$ cat config.mk
export PLATFORM = sky130hd
export DESIGN_NAME = prj_ram
export DESIGN_NICKNAME = d
export VERILOG_FILES = /design/src/rtl/prj_ram.sv
export SDC_FILE = /design/constraint.sdc
export NUM_CORES = 1
export LEC_CHECK = 0
export ABC_AREA = 1
export BUFFER_PORTS_ARGS = -buffer_cell sky130_fd_sc_hd__buf_2
export CAP_MARGIN = 20
export CORE_UTILIZATION = 33
export DETAILED_ROUTE_END_ITERATION = 12
export SLEW_MARGIN = 20
export SYNTH_ARGS = -nofsm -noshare
export SYNTH_HDL_FRONTEND = slang
export SYNTH_SLANG_ARGS = --single-unit
$ cat constraint.sdc
create_clock -name aclk -period 3.87 [get_ports aclk]
set_input_delay 0.387 -clock aclk [delete_from_list [all_inputs] [get_ports aclk]]
set_output_delay 0.387 -clock aclk [all_outputs]
set_load 0.01 [all_outputs]
$ cat src/rtl/prj_ram.sv
// Generic simple dual-port RAM with registered read.
`timescale 1ns / 1ps
`default_nettype none
module prj_ram #(
    parameter int WIDTH = 8,
    parameter int DEPTH = 64
) (
    input  wire logic                     aclk,
    input  wire logic                     we,
    input  wire logic [$clog2(DEPTH)-1:0] waddr,
    input  wire logic [WIDTH-1:0]         wdata,
    input  wire logic [$clog2(DEPTH)-1:0] raddr,
    output logic      [WIDTH-1:0]         rdata
);

    logic [WIDTH-1:0] mem [DEPTH];

    always_ff @(posedge aclk) begin
        if (we) begin
            mem[waddr] <= wdata;
        end
        rdata <= mem[raddr];
    end

endmodule
`default_nettype wire

==> summary.txt, run 1 <==
Global route
  • GRT Util Overall: 0.1629
  • Global-route wire length before repair: roughly 80 mm
  • Largest net degree at the start of global routing: 153
  • Global route total overflow: 0
  • Initial antenna violation count: 2
  • Vias in the first global route: ~13000

Power
  • Leakage: around 8.4 nW
  • Internal: roughly 9.3 mW
  • Switching Fraction: 0.2209
  • VDD IR max: between 300 and 400 uV
  • Pwr dens: about 500 nW/um^2
  • Logic pwr share: 0.060
  • Psw: around 2.6 mW
  • Flop pwr share: 0.521
  • Clock share of power: 0.418

Floorplan
  • Die X-Extent: between 200 and 300 microns
  • Core Footprint: between 60000 and 70000 sq um
  • Total I/O pin count: 30
  • Die area: about 66000 sq um
  • FP Rows: 92
  • Initial Util: 0.3364
  • Die height: 256.3 microns

CTS
  • Cts hold-fix bufs: 0
  • Clock Pin Slew Worst Setup and Hold Paths: ~0.060 ns
  • CTS max path bufs: 3
  • Clock sink count: 520
  • CTS Buf Count: 53
  • Post-CTS Setup Bufs: 0
  • Clock root buffer: clkbuf_16
  • H-Tree Depth: 2
  • Clock Latency Late Sink: between 0.5 and 0.6 ns
  • CTS tree: done
  • Gates resized, CTS repair: 0

Detailed routing
  • DR WL/cell: 19.99 microns
  • Drt pass-1 iters: 6
  • Highest routed layer: met5
  • Remaining antenna violation count after routing: 0
  • DRC viols: 0
  • Total number of vias: 13680
  • Vias per inst: ~5.1
  • DR WL met3: approximately 4.6 mm
  • Routed Wire Length: roughly 54 mm
  • Met2 WL post-DR: roughly 24 mm
  • M1 WL: approximately 24 mm
  • Starting DRT DRC Count: around 1600

Synth
  • Synth top area cells: edfxtp_1, nand2_1, nand3_1
  • Syn Area/Cell: about 12 sq um
  • Post-synthesis sequential area ratio: 0.7280
  • Yosys reg bits: 520
  • Ys Warns: 0
  • Yosys top cell area share: 0.7205
  • Number of synthesized flops with an enable pin: a little over 500
  • Ys flop type: edfxtp_1
  • Asr flop ratio synth: 0
  • Cell area after synthesis: around 21000 sq um
  • Synth Net Count: ~1800
  • Area leader, netlist: edfxtp_1
  • Post-synthesis cell type count: 16
  • Syn Inst Count: 1805

Cells and area
  • Share of layout cells above drive strength 1: 0.07713
  • Fin util: 0.3752
  • Fillers: roughly 6000
  • Nets: around 1800
  • Area of the multi-input gates: 4946 sq um
  • Area Growth Syn to Fin: 11.52%
  • Most frequent cells in the layout: nand2_1, edfxtp_1, nand3_1, nor2_1, clkbuf_16
  • Final instance area: around 24000 sq um
  • Commonest non-fill, non-tap cell in the layout: nand2_1
  • Antenna cells: 0
  • Seq. cell area: 15530 sq um

Job
  • Max-cap violations: 0

Worst setup path
  • WS Path Type: in -> reg
  • CP max FO: 9
  • CP startpoint kind: primary input
  • CP Data Required Time: 4.08 ns
  • Worst EP arrival: 2.50 ns
  • Kind of end point of the critical path: flip-flop

Run status
  • Status: completed

Placement
  • IO Port Bufs: 29
  • Final Wtd Congestion: 0.8894
  • Placed inst area: 22050 sq um
  • HPWL Detailed: ~31 mm

Timing
  • RSZ-0062 raised after global routing: no
  • Slew @ Worst Pin: roughly 1.0 ns
  • Setup TNS: 0 ns
  • Max transition margin: 0.3213
  • Fmax: between 0.4 and 0.5 GHz
  • Final min period: 2.290 ns
  • Period utilization: 0.5917
  • Final setup vio count: 0
  • Final Skew: roughly 0.011 ns
  • Hold Fails Final Rpt: 0
  • Hold WS: 0.1746 ns
  • Count of pins over their slew limit: 0

Worst hold path
  • Hold Crit Class: in -> reg
-- per-layer routing --
layer,vias to the layer above,track usage
li1,6359,-
met2,558,0.2485
met3,91,0.03747
met4,4,0.04558
met5,-,0
met1,6668,0.2314
-- final cells by class --
cell class              count  share of cell area
well taps                 846             0.04448
clock buffers              77             0.06430
clock inverters            23            0.007834
repair buffers             62             0.02056
inverters                  12            0.002208
multi-input cells        1160              0.2078
flip-flops and latches    520              0.6528
-- worst max-delay path, cell delays in order --
cell     delay, ns
buf_2         0.15
inv_1         0.20
nand4_1       0.83
nor2_1        0.92
-- power groups by stage --
stage | Sequential, mW | Combinational, mW | Clock, mW
CTS | 6.25 | 0.720 | 5.09
global placement | 6.37 | 0.708 | 0
detailed placement | 6.37 | 0.719 | 0
global route | 6.26 | 0.794 | 5.32
finish | 6.26 | 0.724 | 5.02
floorplan | 6.37 | 0.438 | 0
-- path summary, 6_finish.rpt --
path,to,start,depth (start not counted),slack [ns]
min reg2reg,rdata[0],mem[32][0],8,0.82
max reg2reg,rdata[5],mem[11][5],8,2.33
min,rdata[3],raddr[5],3,0.17
max,mem[8][6],waddr[0],4,1.58
-- cell usage after synthesis, types with 2 or more instances --
cell type  count
nor2_1        56
edfxtp_1     512
nand2_1      648
buf_2         37
buf_8          2
buf_6         35
buf_4         14
dfxtp_1        8
buf_1         10
nand4_1        9
nand3_1      439
inv_1         10
clkbuf_1      15
nor4_1         8
-- per-stage QoR --
stage	power, mW	setup slack, ns	instances
final	12.00	1.580	2700
after global routing	12.37	1.503	2700
after CTS	12.06	1.723	2699
after detailed placement	7.092	1.090	2599
after global placement	7.081	1.124	2599
after floorplan	6.807	1.717	1805
-- cells by family (layout without fill, tap and decap cells) --
group                  Yosys count  after routing  share of synthesized area
and+or+nand+nor               1160           1160                     0.2318
buffers and inverters          125            174                    0.04022
DFF                            520            520                     0.7280
-- state kept, by name (all words and copies together), names as in the netlist --
name	flops
mem	512
rdata	8
Power figures use the tool's default switching activity.
==> run 2: changes to the inputs <==
--- a/config.mk
+++ b/config.mk
@@ -5,7 +5,7 @@
 export SDC_FILE = /design/constraint.sdc
 export NUM_CORES = 1
 export LEC_CHECK = 0
-export ABC_AREA = 1
+export ABC_AREA = 0
 export BUFFER_PORTS_ARGS = -buffer_cell sky130_fd_sc_hd__buf_2
 export CAP_MARGIN = 20
 export CORE_UTILIZATION = 33
==> constraint.sdc (replaced) <==
create_clock -name aclk -period 2.3 [get_ports aclk]
set_input_delay 0.23 -clock aclk [delete_from_list [all_inputs] [get_ports aclk]]
set_output_delay 0.23 -clock aclk [all_outputs]
set_load 0.01 [all_outputs]
==> summary.txt, run 2 <==
Run status
  • Status: completed

Synth
  • Number of synthesized flops with an enable pin: 512
  • Synth top area cells: edfxtp_1, mux4_2, nor2_1
  • Syn Area/Cell: approximately 21 sq um
  • Ys Warns: 0
  • Post-synthesis cell type count: 40
  • Ys flop type: edfxtp_1
  • Yosys reg bits: 520
  • Yosys top cell area share: 0.7624
  • Post-synth top cells: edfxtp_1, mux4_2, nor2_1
  • Cell area after synthesis: 20170 sq um
  • Asr flop ratio synth: 0
  • Synth Net Count: between 900 and 1000
  • Area leader, netlist: edfxtp_1
  • Post-synthesis sequential area ratio: 0.7703
  • Most common cell in the synthesized netlist: edfxtp_1
  • Syn Inst Count: 940

Placement
  • DP Worst Slack: -0.2557 ns
  • Final Wtd Congestion: 0.8555
  • Placed cell count: 1830
  • HPWL Detailed: 30.20 mm
  • IO Port Bufs: 29
  • Placed inst area: 22090 sq um

Timing
  • Slew @ Worst Pin: between 0.8 and 0.9 ns
  • Hold Fails Final Rpt: 0
  • RSZ-0062 raised after global routing: no
  • Final setup vio count: 0
  • Setup TNS: 0 ns
  • Fmax: roughly 0.49 GHz
  • Count of pins over their slew limit: 0
  • PnR worst setup slack: 0.2743 ns
  • Max transition margin: 0.4204
  • Final Skew: ~0.021 ns
  • Final min period: 2.026 ns
  • Period utilization: 0.8807
  • Hold WS: 0.1041 ns

CTS
  • CTS max path bufs: 3
  • Clock root buffer: clkbuf_16
  • Clock Latency Late Sink: 0.58 ns
  • H-Tree Depth: 2
  • CTS tree: done
  • Cts hold-fix bufs: 0
  • Clock Pin Slew Worst Setup and Hold Paths: about 0.070 ns
  • Gates resized, CTS repair: 0
  • Post-CTS Setup Bufs: 0
  • CTS Buf Count: about 50
  • Clock sink count: 520

Cells and area
  • Nets: 1123
  • Share of layout cells above drive strength 1: 0.3269
  • Final instance area: ~24000 sq um
  • Fin util: 0.3932
  • Top reg by flops: mem
  • Seq. cell area: 15530 sq um
  • Most frequent cells in the layout: edfxtp_1, mux4_2, buf_4, nor2_1, clkbuf_16
  • Commonest non-fill, non-tap cell in the layout: edfxtp_1
  • Fillers: approximately 5400
  • Biggest regs: mem (512), rdata (8)
  • Finished Layout Cells: slightly below 2000
  • Area of the multi-input gates: 4315 sq um
  • Max FFs per register: just over 500
  • Area Growth Syn to Fin: 17.67%

Floorplan
  • Die area: ~62000 sq um
  • Die X-Extent: ~250 microns
  • Core Footprint: 60360 sq um
  • Total I/O pin count: 30
  • Initial Util: 0.3341
  • FP Rows: 90
  • Die height: approximately 250 microns

Worst setup path
  • Cell family with most CP delay: multiplexers
  • Critical Path Max Stage Delay: about 0.52 ns
  • CP max-delay cell: a221oi_1
  • Kind of end point of the critical path: flip-flop
  • Sequence of cells on the critical path: mux4_2, mux2_2, a221oi_1, buf_4, o2bb2ai_1
  • CP max FO: 1
  • Worst EP arrival: 2.49 ns
  • Bufs and invs on worst path: 1
  • CP startpoint kind: flip-flop
  • WS Path Type: reg -> reg
  • CP Data Required Time: around 2.8 ns

Global route
  • Global-route wire length before repair: 69.50 mm
  • Global route total overflow: 0
  • Initial antenna violation count: 5
  • Vias in the first global route: 10416
  • Largest net degree at the start of global routing: 65
  • GRT Util Overall: 0.1511

Power
  • VDD IR max: slightly below 600 uV
  • Final Total Pwr: between 15 and 20 mW
  • Leakage: 7.587 nW
  • Pwr dens: 835.0 nW/um^2

Worst hold path
  • Hold Crit Class: in -> reg

Detailed routing
  • Total number of vias: between 10000 and 15000
  • DRC viols: 0
  • Vias per inst: roughly 5.2
  • Routed Wire Length: around 46 mm
  • Starting DRT DRC Count: between 800 and 900
  • DR WL/cell: between 20 and 25 microns
  • Drt pass-1 iters: 5
  • Remaining antenna violation count after routing: 0

Job
  • Max-cap violations: 0
-- run 2: cell types whose count changed after synthesis, sizes merged, moves of 23 or more --
cell,delta
nand2,-629
mux2i,+23
buf,-64
nand3,-426
mux4,+126
nor2,+27
-- run 2: final timing paths --
check / start / endpoint / slack [ns] / cells past startpoint
setup reg to reg: mem[40][1] / rdata[1] / 0.27 / 5
hold / removal: raddr[5] / rdata[2] / 0.10 / 3
hold reg to reg: mem[0][7] / rdata[7] / 0.82 / 4
setup / recovery: mem[40][1] / rdata[1] / 0.27 / 5
-- run 2: worst reg2reg max path, cell delays in order (launching register included) --
cell       delay (ns)
edfxtp_1         0.38
mux4_2           0.48
mux2_2           0.28
a221oi_1         0.52
buf_4            0.20
o2bb2ai_1        0.06
-- run 2: cells by family after synthesis --
| family | Yosys count | synth area share |
|---|---|---|
| AND/OR/NAND/NOR | 153 | 0.03387 |
| flip-flops | 520 | 0.7703 |
| AO/OA/AOI/OAI | 54 | 0.02072 |
| buffers and inverters | 51 | 0.01570 |
| multiplexers | 162 | 0.1594 |
-- run 2: area by class of cell --
class | count | area share
multi-input combinational | 369 | 0.1819
clock buffer | 59 | 0.05684
timing repair buffer | 159 | 0.05309
tap | 782 | 0.04123
sequential | 520 | 0.6546
antenna | 1 | 0.0001055
clock inverter | 34 | 0.01223
-- run 2: metal layers --
metal | part of all wire | wire length, microns | vias up | global-route usage
met5 | 0.0012 | 57 | - | 0
met4 | 0.020 | 926 | 8 | 0.03810
met3 | 0.064 | 2957 | 81 | 0.03124
met2 | 0.47 | 21790 | 328 | 0.2421
met1 | 0.45 | 20630 | 5341 | 0.2103
li1 | - | - | 4251 | -
-- run 2: power breakdown --
part | internal (mW) | total [mW] | switching [mW]
clock | 4.75 | 8.24 | 3.49
combinational | 0.433 | 1.05 | 0.618
sequential | 10.5 | 10.5 | 0.0425
total | 15.7 | 19.8 | 4.15
