[src/rtl/prj_pkg.sv]
// Shared constants, types and the coordinate jitter function of the resampler.
`timescale 1ns / 1ps
`default_nettype none
package prj_pkg;

    localparam int MAX_PARTICLES = 64;
    localparam int COORD_W       = 12;
    localparam int WEIGHT_W      = 16;
    localparam int IDX_W         = $clog2(MAX_PARTICLES);
    localparam int CNT_W         = $clog2(MAX_PARTICLES + 1);

    // fixed field widths
    localparam int SLOT_W    = 6;
    localparam int DRAW_W    = 7;
    localparam int JIT_W     = 6;
    localparam int FRAME_W   = 12;
    localparam int BOX_W     = 10;
    localparam int PCOUNT_W  = 7;
    localparam int TOTAL_W   = 22;
    localparam int ACC_W     = TOTAL_W + DRAW_W;
    localparam int PCT       = 100;

    // configuration port
    localparam int CFG_IDX_W  = 3;
    localparam int CFG_DATA_W = 12;
    localparam logic [CFG_IDX_W-1:0] CFG_FRAME_WIDTH    = 3'd0;
    localparam logic [CFG_IDX_W-1:0] CFG_FRAME_HEIGHT   = 3'd1;
    localparam logic [CFG_IDX_W-1:0] CFG_BOX_WIDTH      = 3'd2;
    localparam logic [CFG_IDX_W-1:0] CFG_BOX_HEIGHT     = 3'd3;
    localparam logic [CFG_IDX_W-1:0] CFG_PARTICLE_COUNT = 3'd4;

    // item kinds
    localparam logic OP_LOAD = 1'b0;
    localparam logic OP_DRAW = 1'b1;

    // word layout on the streams
    localparam int S_TDATA_W = 72;
    localparam int M_TDATA_W = 32;

    typedef struct packed {
        logic [FRAME_W-1:0] frame_w;
        logic [FRAME_W-1:0] frame_h;
        logic [BOX_W-1:0]   box_w;
        logic [BOX_W-1:0]   box_h;
        logic [CNT_W-1:0]   count;   // effective particle count, 1..MAX_PARTICLES
    } cfg_t;

    typedef struct packed {
        logic                    op;
        logic [SLOT_W-1:0]       slot;
        logic [COORD_W-1:0]      pos_x;
        logic [COORD_W-1:0]      pos_y;
        logic [WEIGHT_W-1:0]     score;
        logic [DRAW_W-1:0]       draw;
        logic signed [JIT_W-1:0] jitter_x;
        logic signed [JIT_W-1:0] jitter_y;
    } in_item_t;

    typedef struct packed {
        logic [IDX_W-1:0]   chosen;
        logic [COORD_W-1:0] new_x;
        logic [COORD_W-1:0] new_y;
        logic               round_done;
    } out_item_t;

    typedef struct packed {
        logic [WEIGHT_W-1:0] weight;
        logic [COORD_W-1:0]  y;
        logic [COORD_W-1:0]  x;
    } part_ent_t;

    typedef struct packed {
        logic [COORD_W-1:0] y;
        logic [COORD_W-1:0] x;
    } pend_ent_t;

    localparam int PART_W = $bits(part_ent_t);
    localparam int PEND_W = $bits(pend_ent_t);

    // keep the moved coordinate only if strictly inside (0, frame - box)
    function automatic logic [COORD_W-1:0] jit_coord(
        input logic [COORD_W-1:0]       base,
        input logic signed [JIT_W-1:0]  delta,
        input logic [FRAME_W-1:0]       frame,
        input logic [BOX_W-1:0]         box
    );
        logic signed [COORD_W+1:0] moved;
        logic signed [COORD_W+1:0] bound;
        moved = $signed((COORD_W + 2)'(base)) + $signed((COORD_W + 2)'(delta));
        bound = $signed((COORD_W + 2)'(frame)) - $signed((COORD_W + 2)'(box));
        if (moved > 0 && moved < bound) begin
            return moved[COORD_W-1:0];
        end
        return base;
    endfunction

endpackage
`default_nettype wire

[src/rtl/prj_core.sv]
// Resampling sequencer: load, roulette walk, jitter and commit sweep.
`timescale 1ns / 1ps
`default_nettype none
module prj_core (
    input  wire logic                         aclk,
    input  wire logic                         aresetn,
    input  wire prj_pkg::cfg_t                cfg,
    input  wire logic                         in_valid,
    output logic                              in_ready,
    input  wire prj_pkg::in_item_t            in_item,
    output logic                              out_valid,
    input  wire logic                         out_ready,
    output prj_pkg::out_item_t                out_item,
    // particle table
    output logic                              part_we,
    output logic [prj_pkg::IDX_W-1:0]         part_waddr,
    output prj_pkg::part_ent_t                part_wdata,
    output logic [prj_pkg::IDX_W-1:0]         part_raddr,
    input  wire prj_pkg::part_ent_t           part_rdata,
    // pending coordinates
    output logic                              pend_we,
    output logic [prj_pkg::IDX_W-1:0]         pend_waddr,
    output prj_pkg::pend_ent_t                pend_wdata,
    output logic [prj_pkg::IDX_W-1:0]         pend_raddr,
    input  wire prj_pkg::pend_ent_t           pend_rdata
);
    import prj_pkg::*;

    localparam logic [1:0] ST_IDLE   = 2'd0;
    localparam logic [1:0] ST_WALK   = 2'd1;
    localparam logic [1:0] ST_FIN    = 2'd2;
    localparam logic [1:0] ST_COMMIT = 2'd3;

    logic [1:0]              state_reg, state_next;
    logic [TOTAL_W-1:0]      total_reg, total_next;
    logic [CNT_W-1:0]        dc_reg, dc_next;
    logic [CNT_W-1:0]        ptr_reg, ptr_next;
    logic                    dvld_reg, dvld_next;
    logic [IDX_W-1:0]        didx_reg, didx_next;
    logic [ACC_W-1:0]        acc_reg, acc_next;
    logic [ACC_W-1:0]        target_reg, target_next;
    logic signed [JIT_W-1:0] jx_reg, jx_next, jy_reg, jy_next;
    logic [COORD_W-1:0]      x0_reg, x0_next, y0_reg, y0_next;
    logic [COORD_W-1:0]      bx_reg, bx_next, by_reg, by_next;
    logic [IDX_W-1:0]        pick_reg, pick_next;
    logic                    mv_reg, mv_next;
    out_item_t               mo_reg, mo_next;

    logic               accept;
    logic [ACC_W-1:0]   acc_sum;
    logic [CNT_W-1:0]   count_m1;
    logic               at_last;
    logic [TOTAL_W:0]   load_sum;
    logic [COORD_W-1:0] nx, ny;
    logic [CNT_W-1:0]   dc_inc;

    assign in_ready  = (state_reg == ST_IDLE);
    assign accept    = in_valid && in_ready;
    assign out_valid = mv_reg;
    assign out_item  = mo_reg;

    assign acc_sum  = acc_reg + ACC_W'(part_rdata.weight) * ACC_W'(PCT);
    assign count_m1 = cfg.count - CNT_W'(1);
    assign at_last  = ({1'b0, didx_reg} == count_m1);
    assign load_sum = (TOTAL_W + 1)'(total_reg) + (TOTAL_W + 1)'(in_item.score);
    assign nx       = jit_coord(bx_reg, jx_reg, cfg.frame_w, cfg.box_w);
    assign ny       = jit_coord(by_reg, jy_reg, cfg.frame_h, cfg.box_h);
    assign dc_inc   = dc_reg + CNT_W'(1);

    assign part_raddr = (state_reg == ST_IDLE) ? '0 : ptr_reg[IDX_W-1:0];
    assign pend_raddr = ptr_reg[IDX_W-1:0];
    assign pend_waddr = dc_reg[IDX_W-1:0];
    assign pend_wdata = '{y: ny, x: nx};

    always_comb begin
        state_next  = state_reg;
        total_next  = total_reg;
        dc_next     = dc_reg;
        ptr_next    = ptr_reg;
        dvld_next   = 1'b0;
        didx_next   = (state_reg == ST_IDLE) ? '0 : ptr_reg[IDX_W-1:0];
        acc_next    = acc_reg;
        target_next = target_reg;
        jx_next     = jx_reg;
        jy_next     = jy_reg;
        x0_next     = x0_reg;
        y0_next     = y0_reg;
        bx_next     = bx_reg;
        by_next     = by_reg;
        pick_next   = pick_reg;
        mv_next     = mv_reg && !out_ready;
        mo_next     = mo_reg;
        part_we     = 1'b0;
        part_waddr  = in_item.slot;
        part_wdata  = '{weight: in_item.score, y: in_item.pos_y, x: in_item.pos_x};
        pend_we     = 1'b0;

        unique case (state_reg)
            ST_IDLE: begin
                if (accept && in_item.op == OP_LOAD) begin
                    if ({1'b0, in_item.slot} < CNT_W'(MAX_PARTICLES)) begin
                        part_we = 1'b1;
                        if (in_item.slot == '0) begin
                            total_next = TOTAL_W'(in_item.score);
                        end else if (load_sum[TOTAL_W]) begin
                            total_next = '1;
                        end else begin
                            total_next = load_sum[TOTAL_W-1:0];
                        end
                    end
                end else if (accept) begin
                    // entry 0 read goes out now; walk starts with its data
                    target_next = ACC_W'(in_item.draw) * ACC_W'(total_reg);
                    acc_next    = '0;
                    jx_next     = in_item.jitter_x;
                    jy_next     = in_item.jitter_y;
                    ptr_next    = CNT_W'(1);
                    state_next  = ST_WALK;
                end
            end
            ST_WALK: begin
                ptr_next = ptr_reg + CNT_W'(1);
                acc_next = acc_sum;
                if (didx_reg == '0) begin
                    x0_next = part_rdata.x;
                    y0_next = part_rdata.y;
                end
                if (acc_sum >= target_reg) begin
                    pick_next  = didx_reg;
                    bx_next    = part_rdata.x;
                    by_next    = part_rdata.y;
                    state_next = ST_FIN;
                end else if (at_last) begin
                    // no hit: fall back to entry 0
                    pick_next  = '0;
                    bx_next    = (didx_reg == '0) ? part_rdata.x : x0_reg;
                    by_next    = (didx_reg == '0) ? part_rdata.y : y0_reg;
                    state_next = ST_FIN;
                end
            end
            ST_FIN: begin
                if (!mv_reg || out_ready) begin
                    pend_we = 1'b1;
                    mv_next = 1'b1;
                    mo_next = '{chosen: pick_reg, new_x: nx, new_y: ny,
                                round_done: (dc_inc >= cfg.count)};
                    if (dc_inc >= cfg.count) begin
                        dc_next    = '0;
                        total_next = TOTAL_W'(cfg.count);
                        ptr_next   = '0;
                        state_next = ST_COMMIT;
                    end else begin
                        dc_next    = dc_inc;
                        state_next = ST_IDLE;
                    end
                end
            end
            ST_COMMIT: begin
                if (ptr_reg < cfg.count) begin
                    ptr_next  = ptr_reg + CNT_W'(1);
                    dvld_next = 1'b1;
                end
                if (dvld_reg) begin
                    part_we    = 1'b1;
                    part_waddr = didx_reg;
                    part_wdata = '{weight: WEIGHT_W'(1), y: pend_rdata.y, x: pend_rdata.x};
                    if (at_last) begin
                        state_next = ST_IDLE;
                    end
                end
            end
            default: begin
                state_next = ST_IDLE;
            end
        endcase
    end

    always_ff @(posedge aclk) begin
        if (!aresetn) begin
            state_reg <= ST_IDLE;
            total_reg <= '0;
            dc_reg    <= '0;
            ptr_reg   <= '0;
            dvld_reg  <= 1'b0;
            mv_reg    <= 1'b0;
        end else begin
            state_reg <= state_next;
            total_reg <= total_next;
            dc_reg    <= dc_next;
            ptr_reg   <= ptr_next;
            dvld_reg  <= dvld_next;
            mv_reg    <= mv_next;
        end
    end

    always_ff @(posedge aclk) begin
        didx_reg   <= didx_next;
        acc_reg    <= acc_next;
        target_reg <= target_next;
        jx_reg     <= jx_next;
        jy_reg     <= jy_next;
        x0_reg     <= x0_next;
        y0_reg     <= y0_next;
        bx_reg     <= bx_next;
        by_reg     <= by_next;
        pick_reg   <= pick_next;
        mo_reg     <= mo_next;
    end

endmodule
`default_nettype wire

[config.mk]
export PLATFORM = sky130hd
export DESIGN_NAME = prj_core
export DESIGN_NICKNAME = d
export VERILOG_FILES = /design/src/rtl/prj_pkg.sv /design/src/rtl/prj_core.sv
export SDC_FILE = /design/constraint.sdc
export NUM_CORES = 1
export LEC_CHECK = 0
export BUFFER_PORTS_ARGS = -buffer_cell sky130_fd_sc_hd__buf_2
export CAP_MARGIN = 20
export CORE_MARGIN = 5
export CORE_UTILIZATION = 54
export DETAILED_ROUTE_END_ITERATION = 7
export PLACE_DENSITY_LB_ADDON = 0.08
export SETUP_SLACK_MARGIN = 0.5
export SLEW_MARGIN = 15
export SYNTH_ARGS = -nofsm -noshare
export SYNTH_HDL_FRONTEND = slang
export SYNTH_SLANG_ARGS = --single-unit
[constraint.sdc]
create_clock -name aclk -period 7.1 [get_ports aclk]
set_clock_uncertainty 0.05 [all_clocks]
set_input_delay 0 -clock aclk [delete_from_list [all_inputs] [get_ports aclk]]
set_output_delay 0 -clock aclk [all_outputs]
set_load 0.01 [all_outputs]
==> metrics, run 1 <==
outcome=complete, no violations; final period utilization=0.8824; layout cells sized above 1=0.1932; first-pass GRT wire length=between 80 and 90 mm; Static Leak=around 11 nW; Skew-Pair Late Insertion Delay=roughly 0.46 ns; DR iter-0 viols=between 800 and 900; total power draw=around 7.3 mW; min Tclk post-route=between 6 and 7 ns; synth top area cells=edfxtp_1 23%, ha_1 16%, fa_1 12%; initial cell density of the core=0.5487; synth warn=0; area delta synth->final=15.83%; Setup-failing EPs final=0; vias in the first global route=~17000; top cell type's share of synthesized area=0.2282; CTS Buf Count=17; HPWL Detailed=38.91 mm; drt pass-1 iters=5; Post-synth ARST share=0; crit end category=flop; cell taking the most area after synthesis=edfxtp_1; slowest stage delay, CP=about 0.47 ns; Fill cells=around 3100; WHS Path Cells=4; crit start category=primary input; switching power=~3.2 mW; via count=roughly 16000; Max Slew Vio Count=0; Internal=slightly above 4 mW; RSZ-0062 raised after global routing=false; max reg flops=31; Setup WS pre-CTS=about 0.23 ns; flops & latches, synth=roughly 200; H-tree depth=4; total track usage=0.2380; GRT met2 Usage=0.4050; Hold WC Path Type=primary input to flop; Max Root-Sink Buffers=2; I/O Buffers=roughly 310; Worst-Margin Slew=just under 0.9 ns; largest net degree at the start of global routing=56; Mapped Cells=between 2000 and 2500; Slew HR=0.4015; Post-synth EDFFs=153; R2R cell count=17; fmax=roughly 0.16 GHz; CTS tree=built; mapped cell area=about 0.020 sq mm; Slowest-stage cell, CP=fa_1; Die ar.=0.04125 sq mm; Fin Setup TNS=0 ns; critical path type=primary input to flop; GR peak layer=met2; main flop type after synthesis=edfxtp_1; library cells used by synthesis=69; Root Buffer=clkbuf_16; CTS Sinks=between 150 and 200; drt drc=0; met1 usage=0.3239; Worst path most repeated cell=ha_1; Worst Path Max Fanout=16; ANT nets after route=0; sw frac=0.4432; P per Cell Area=about 310 mW/mm^2; DIE HEIGHT=between 200 and 250 microns; Syn Area/Cell=~9.5 sq um; final hold violation count=0; IO Pins=~310; met3 Usage GRT=0.03083; Routed WL per cell=~17 microns; antenna violations before repair=0; Core ar.=~0.037 sq mm; power share of the combinational group=0.613; net count reported at finish=roughly 3000; Die X=between 200 and 250 microns; Worst EP arrival=around 6.4 ns; clock share of power=0.136; register share of total power=0.252; sequential element share of the synthesized area=0.2739; routed wire length=49.57 mm; max cap viols=0; final setup margin=0.8351 ns; Worst VDD drop=about 0.00021 V; FP Rows=70; Worst Path Required=between 7 and 8 ns; Vias per Instance=around 5.6; GRT overflow=0; Reg clk slew, reported paths=0.08 ns; Final GP Congestion=about 0.88; Mapped Nets=2683
==> routing by layer <==
metal | routed length [microns] | share of wire
met5 | 0 | 0
met4 | 930 | 0.019
met3 | 2366 | 0.048
met2 | 23390 | 0.47
met1 | 22880 | 0.46
==> Yosys cell counts, types with 32 or more instances <==
cell type	n
and2_1	79
mux2_2	87
nor2_1	91
clkbuf_1	56
a21oi_1	141
o21ai_0	84
nand3_1	38
fa_1	116
nand2_1	208
xor2_1	32
a21o_1	46
dfxtp_1	46
ha_1	259
edfxtp_1	153
xnor2_1	93
inv_1	248
==> worst max-delay path: cells and delay by family <==
family                     cells  cell delay, ns
and+or+nand+nor                4            0.45
buffers and inverters          4            0.72
adders and majority gates      6            2.00
AOI/OAI and AO/OA             14            2.56
xor gates and xnor gates       2            0.34
muxes                          1            0.34
==> cells by family (layout without fill, tap and decap cells) <==
logic type	after synthesis	after routing	synth area share
compound gates	448	448	0.1432
buf+inv	326	661	0.06394
fa+ha+maj	375	375	0.2763
mux	96	96	0.05462
flops	199	199	0.2739
xor+xnor	125	125	0.05437
simple gates	554	554	0.1336
other cells	0	1	0
==> final timing paths <==
kind	startpoint	to	slack (ns)
worst max-delay path	part_rdata[25]	by_reg[1]	0.84
worst min-delay path	cfg[6]	dvld_reg	0.02
worst max register to register	total_reg[4]	target_reg[28]	1.50
worst min register to register	pick_reg[2]	out_item[27]	0.38
==> stage by stage <==
stage,utilization,hold slack [ns],std cells,area (sq um)
CTS,0.6326,0.005611,2922,23220
global placement,0.6007,0.1281,2831,22040
detailed placement,0.6007,0.1287,2831,22040
floorplan,-,0.04887,2123,20150
finish,0.6355,0.02168,2927,23320
global route,0.6354,0.05871,2926,23320
==> area by class of cell <==
| class | count | area [sq um] | area share |
|---|---|---|---|
| Clock inverter | 14 | 151.4 | 0.006492 |
| Inverter | 249 | 934.6 | 0.04008 |
| Timing Repair Buffer | 380 | 2282 | 0.09786 |
| Sequential cell | 199 | 5515 | 0.2365 |
| Antenna cell | 1 | 2.502 | 0.0001073 |
| Tap cell | 468 | 585.6 | 0.02511 |
| Multi-Input combinational cell | 1598 | 13420 | 0.5755 |
| Clock buffer | 18 | 429.2 | 0.01840 |
==> power groups by stage <==
stage	logic (mW)	registers [mW]	clock network, mW
final	4.47	1.83	0.991
after global routing	5.01	1.86	1.06
after CTS	4.41	1.84	1.01
after detailed placement	4.32	1.86	0
after global placement	4.17	1.85	0
after floorplan	3.23	1.79	0
==> cells in the final DEF (no fill, tap or decap), types with 7 or more instances in the layout <==
cell and instances:
buf_2 307, ha_1 257, inv_1 248, nand2_1 207
edfxtp_1 153, a21oi_1 137, fa_1 116, xnor2_1 93
nor2_1 90, mux2_2 87, o21ai_0 82, and2_1 79
dlygate4sd3_1 59, dfxtp_1 46, a21o_1 45, nand3_1 38
xor2_1 32, nand2b_1 22, nor3_1 22, nor2b_1 22
o21bai_1 21, a211oi_1 18, clkbuf_16 18, o21a_1 17
a31oi_1 16, and3_1 15, or3_1 15, nand4_1 13
o211ai_1 10, a311oi_1 10, buf_4 10, o22ai_1 8
o221ai_1 8, or2_2 7
==> timing repair <==
| action | in CTS | in global routing |
|---|---|---|
| hold buffers | 59 | 0 |
| setup buffers | 0 | 2 |
| gates resized for setup | 0 | 11 |
| endpoints found under the setup margin | 0 | 58 |
| endpoints found under the hold margin | 83 | 0 |
No activity file was read; power rests on OpenSTA's default activity.
==> inputs of run 2 (changes only) <==
- CORE_ASPECT_RATIO: unset -> 1.4
==> metrics, run 2 (synthesis gave the netlist of run 1 again) <==
Static Leak=11.14 nW (was 11.09 nW); CTS tree=built (unchanged); Reg clk slew, reported paths=0.08 ns (about the same); Worst path most repeated cell=ha_1 (unchanged); final hold violation count=0 (unchanged); Max Root-Sink Buffers=2 (unchanged); DIE HEIGHT=238.5 microns (was 203.1 microns); RSZ-0062 raised after global routing=false (unchanged); Core ar.=0.03676 sq mm (was 0.03670 sq mm); layout cells sized above 1=0.1950 (was 0.1932); routed wire length=49.03 mm (was 49.57 mm); ANT nets after route=0 (unchanged); CTS Sinks=199 (unchanged); most frequent cells in the layout=307 x buf_2, 258 x ha_1, 248 x inv_1 (was 307 x buf_2, 257 x ha_1, 248 x inv_1); Slowest-stage cell, CP=fa_1 (unchanged); Critical path buffers and inverters=4 (unchanged); Worst-Margin Slew=0.8758 ns (was 0.8946 ns); net count reported at finish=3008 (was 3005); min Tclk post-route=6.233 ns (was 6.265 ns); Worst EP arrival=6.53 ns (was 6.42 ns); Root Buffer=clkbuf_16 (unchanged); crit start category=primary input (unchanged); slowest stage delay, CP=0.46 ns (was 0.47 ns); FP Rows=83 (was 70); largest net degree at the start of global routing=56 (unchanged); Final GP Congestion=0.9095 (was 0.8790); HPWL Detailed=38.89 mm (was 38.91 mm); Inst Count DP=2833 (was 2831); Slew HR=0.4155 (was 0.4015); drt drc=0 (unchanged); Setup-failing EPs final=0 (unchanged); critical path's top delay family=compound AO/OA/AOI/OAI gates (unchanged); total track usage=0.2358 (was 0.2380); max reg flops=31 (unchanged); ANT cells=0 (was 1); outcome=complete, no violations (unchanged); Worst VDD drop=0.0001698 V (was 0.0002090 V); IO Pins=308 (unchanged); Worst Path Required=7.40 ns (was 7.26 ns); Vias per Instance=5.624 (was 5.584); Fin Setup TNS=0 ns (unchanged); drt pass-1 iters=5 (unchanged); vias in the first global route=16910 (was 16500); fmax=0.1604 GHz (was 0.1596 GHz); antenna violations before repair=0 (unchanged); Worst Path Max Fanout=16 (unchanged); CTS Buf Count=17 (unchanged); Die ar.=0.04130 sq mm (was 0.04125 sq mm); Hold WC Path Type=primary input to flop (unchanged); critical path type=primary input to flop (unchanged); commonest non-fill, non-tap cell in the layout=buf_2 (unchanged); Skew-Pair Late Insertion Delay=0.47 ns (was 0.46 ns); area delta synth->final=16.33% (was 15.83%); final period utilization=0.8780 (was 0.8824); Routed WL per cell=16.75 microns (was 16.93 microns); Die X=173.2 microns (was 203.1 microns); DR iter-0 viols=742 (was 850); crit end category=flop (unchanged); Max Slew Vio Count=0 (unchanged); P per Cell Area=311.9 mW/mm^2 (was 312.7 mW/mm^2); initial cell density of the core=0.5477 (was 0.5487); I/O Buffers=307 (unchanged); first-pass GRT wire length=81.45 mm (was 81.72 mm); GRT overflow=0 (unchanged); H-tree depth=4 (unchanged); max cap viols=0 (unchanged); post-route insts no fill=2928 (was 2927); via count=16470 (was 16350)
==> run 2: worst min-delay path, delay by kind of cell <==
kind,cells,cell delay (ns)
buf+inv,1,0.12
fa+ha+maj,1,0.21
simple gates,1,0.13
==> run 2: final timing paths <==
kind | startpoint | slack [ns] | cells past startpoint | end
worst max-delay path | part_rdata[25] | 0.87 | 32 | state_reg[1]
worst min-delay path | part_rdata[24] | 0.06 | 3 | acc_reg[2]
worst max register to register | total_reg[1] | 1.47 | 16 | target_reg[28]
worst min register to register | pick_reg[4] | 0.39 | 0 | out_item[29]
==> run 2: per-stage QoR <==
stage / area (sq um) / hold WS (ns) / utilization / total power [mW] / worst slack, ns
3_3_place_gp: 22060 / 0.1288 / 0.6002 / 6.017 / 0.2356
4_1_cts: 23320 / 0.03208 / 0.6344 / 7.287 / 0.6302
3_5_place_dp: 22060 / 0.1292 / 0.6002 / 6.143 / 0.02959
2_1_floorplan: 20150 / 0.04887 / - / 5.023 / 0.5221
5_1_grt: 23420 / 0.07649 / 0.6371 / 7.994 / 0.4576
6_report: 23420 / 0.06410 / 0.6371 / 7.305 / 0.8666
==> run 2: what timing repair did <==
| item | 4_1_cts | 5_1_grt |
|---|---|---|
| buffers inserted | 0 | 1 |
| gates cloned | 0 | 1 |
| pin swaps | 0 | 9 |
| hold buffers | 60 | 0 |
| setup endpoints to repair | 1 | 62 |
| endpoints found under the hold margin | 84 | 0 |
| gates resized for setup | 1 | 16 |
==> run 2: final cells by class <==
class,instances,area [sq um]
clock buffers,17,425.4
well taps,467,584.3
repair buffers,383,2311
fillers,3141,13340
clock inverters,15,225.2
inverters,249,934.6
flip-flops and latches,199,5515
multi-input cells,1598,13430
==> run 2: report_power, final <==
group	internal, mW	switching, mW	total [mW]
Sequential	1.66	0.170	1.83
Combinational	1.94	2.48	4.43
Clock	0.521	0.530	1.05
==> run 2: routing by layer <==
layer / up-vias / track usage / wire length, microns
met3: 75 / 0.03708 / 2314
met2: 426 / 0.4350 / 24850
li1: 8068 / - / -
met4: 0 / 0.06704 / 1102
met5: - / 0 / 0
met1: 7897 / 0.2856 / 20760
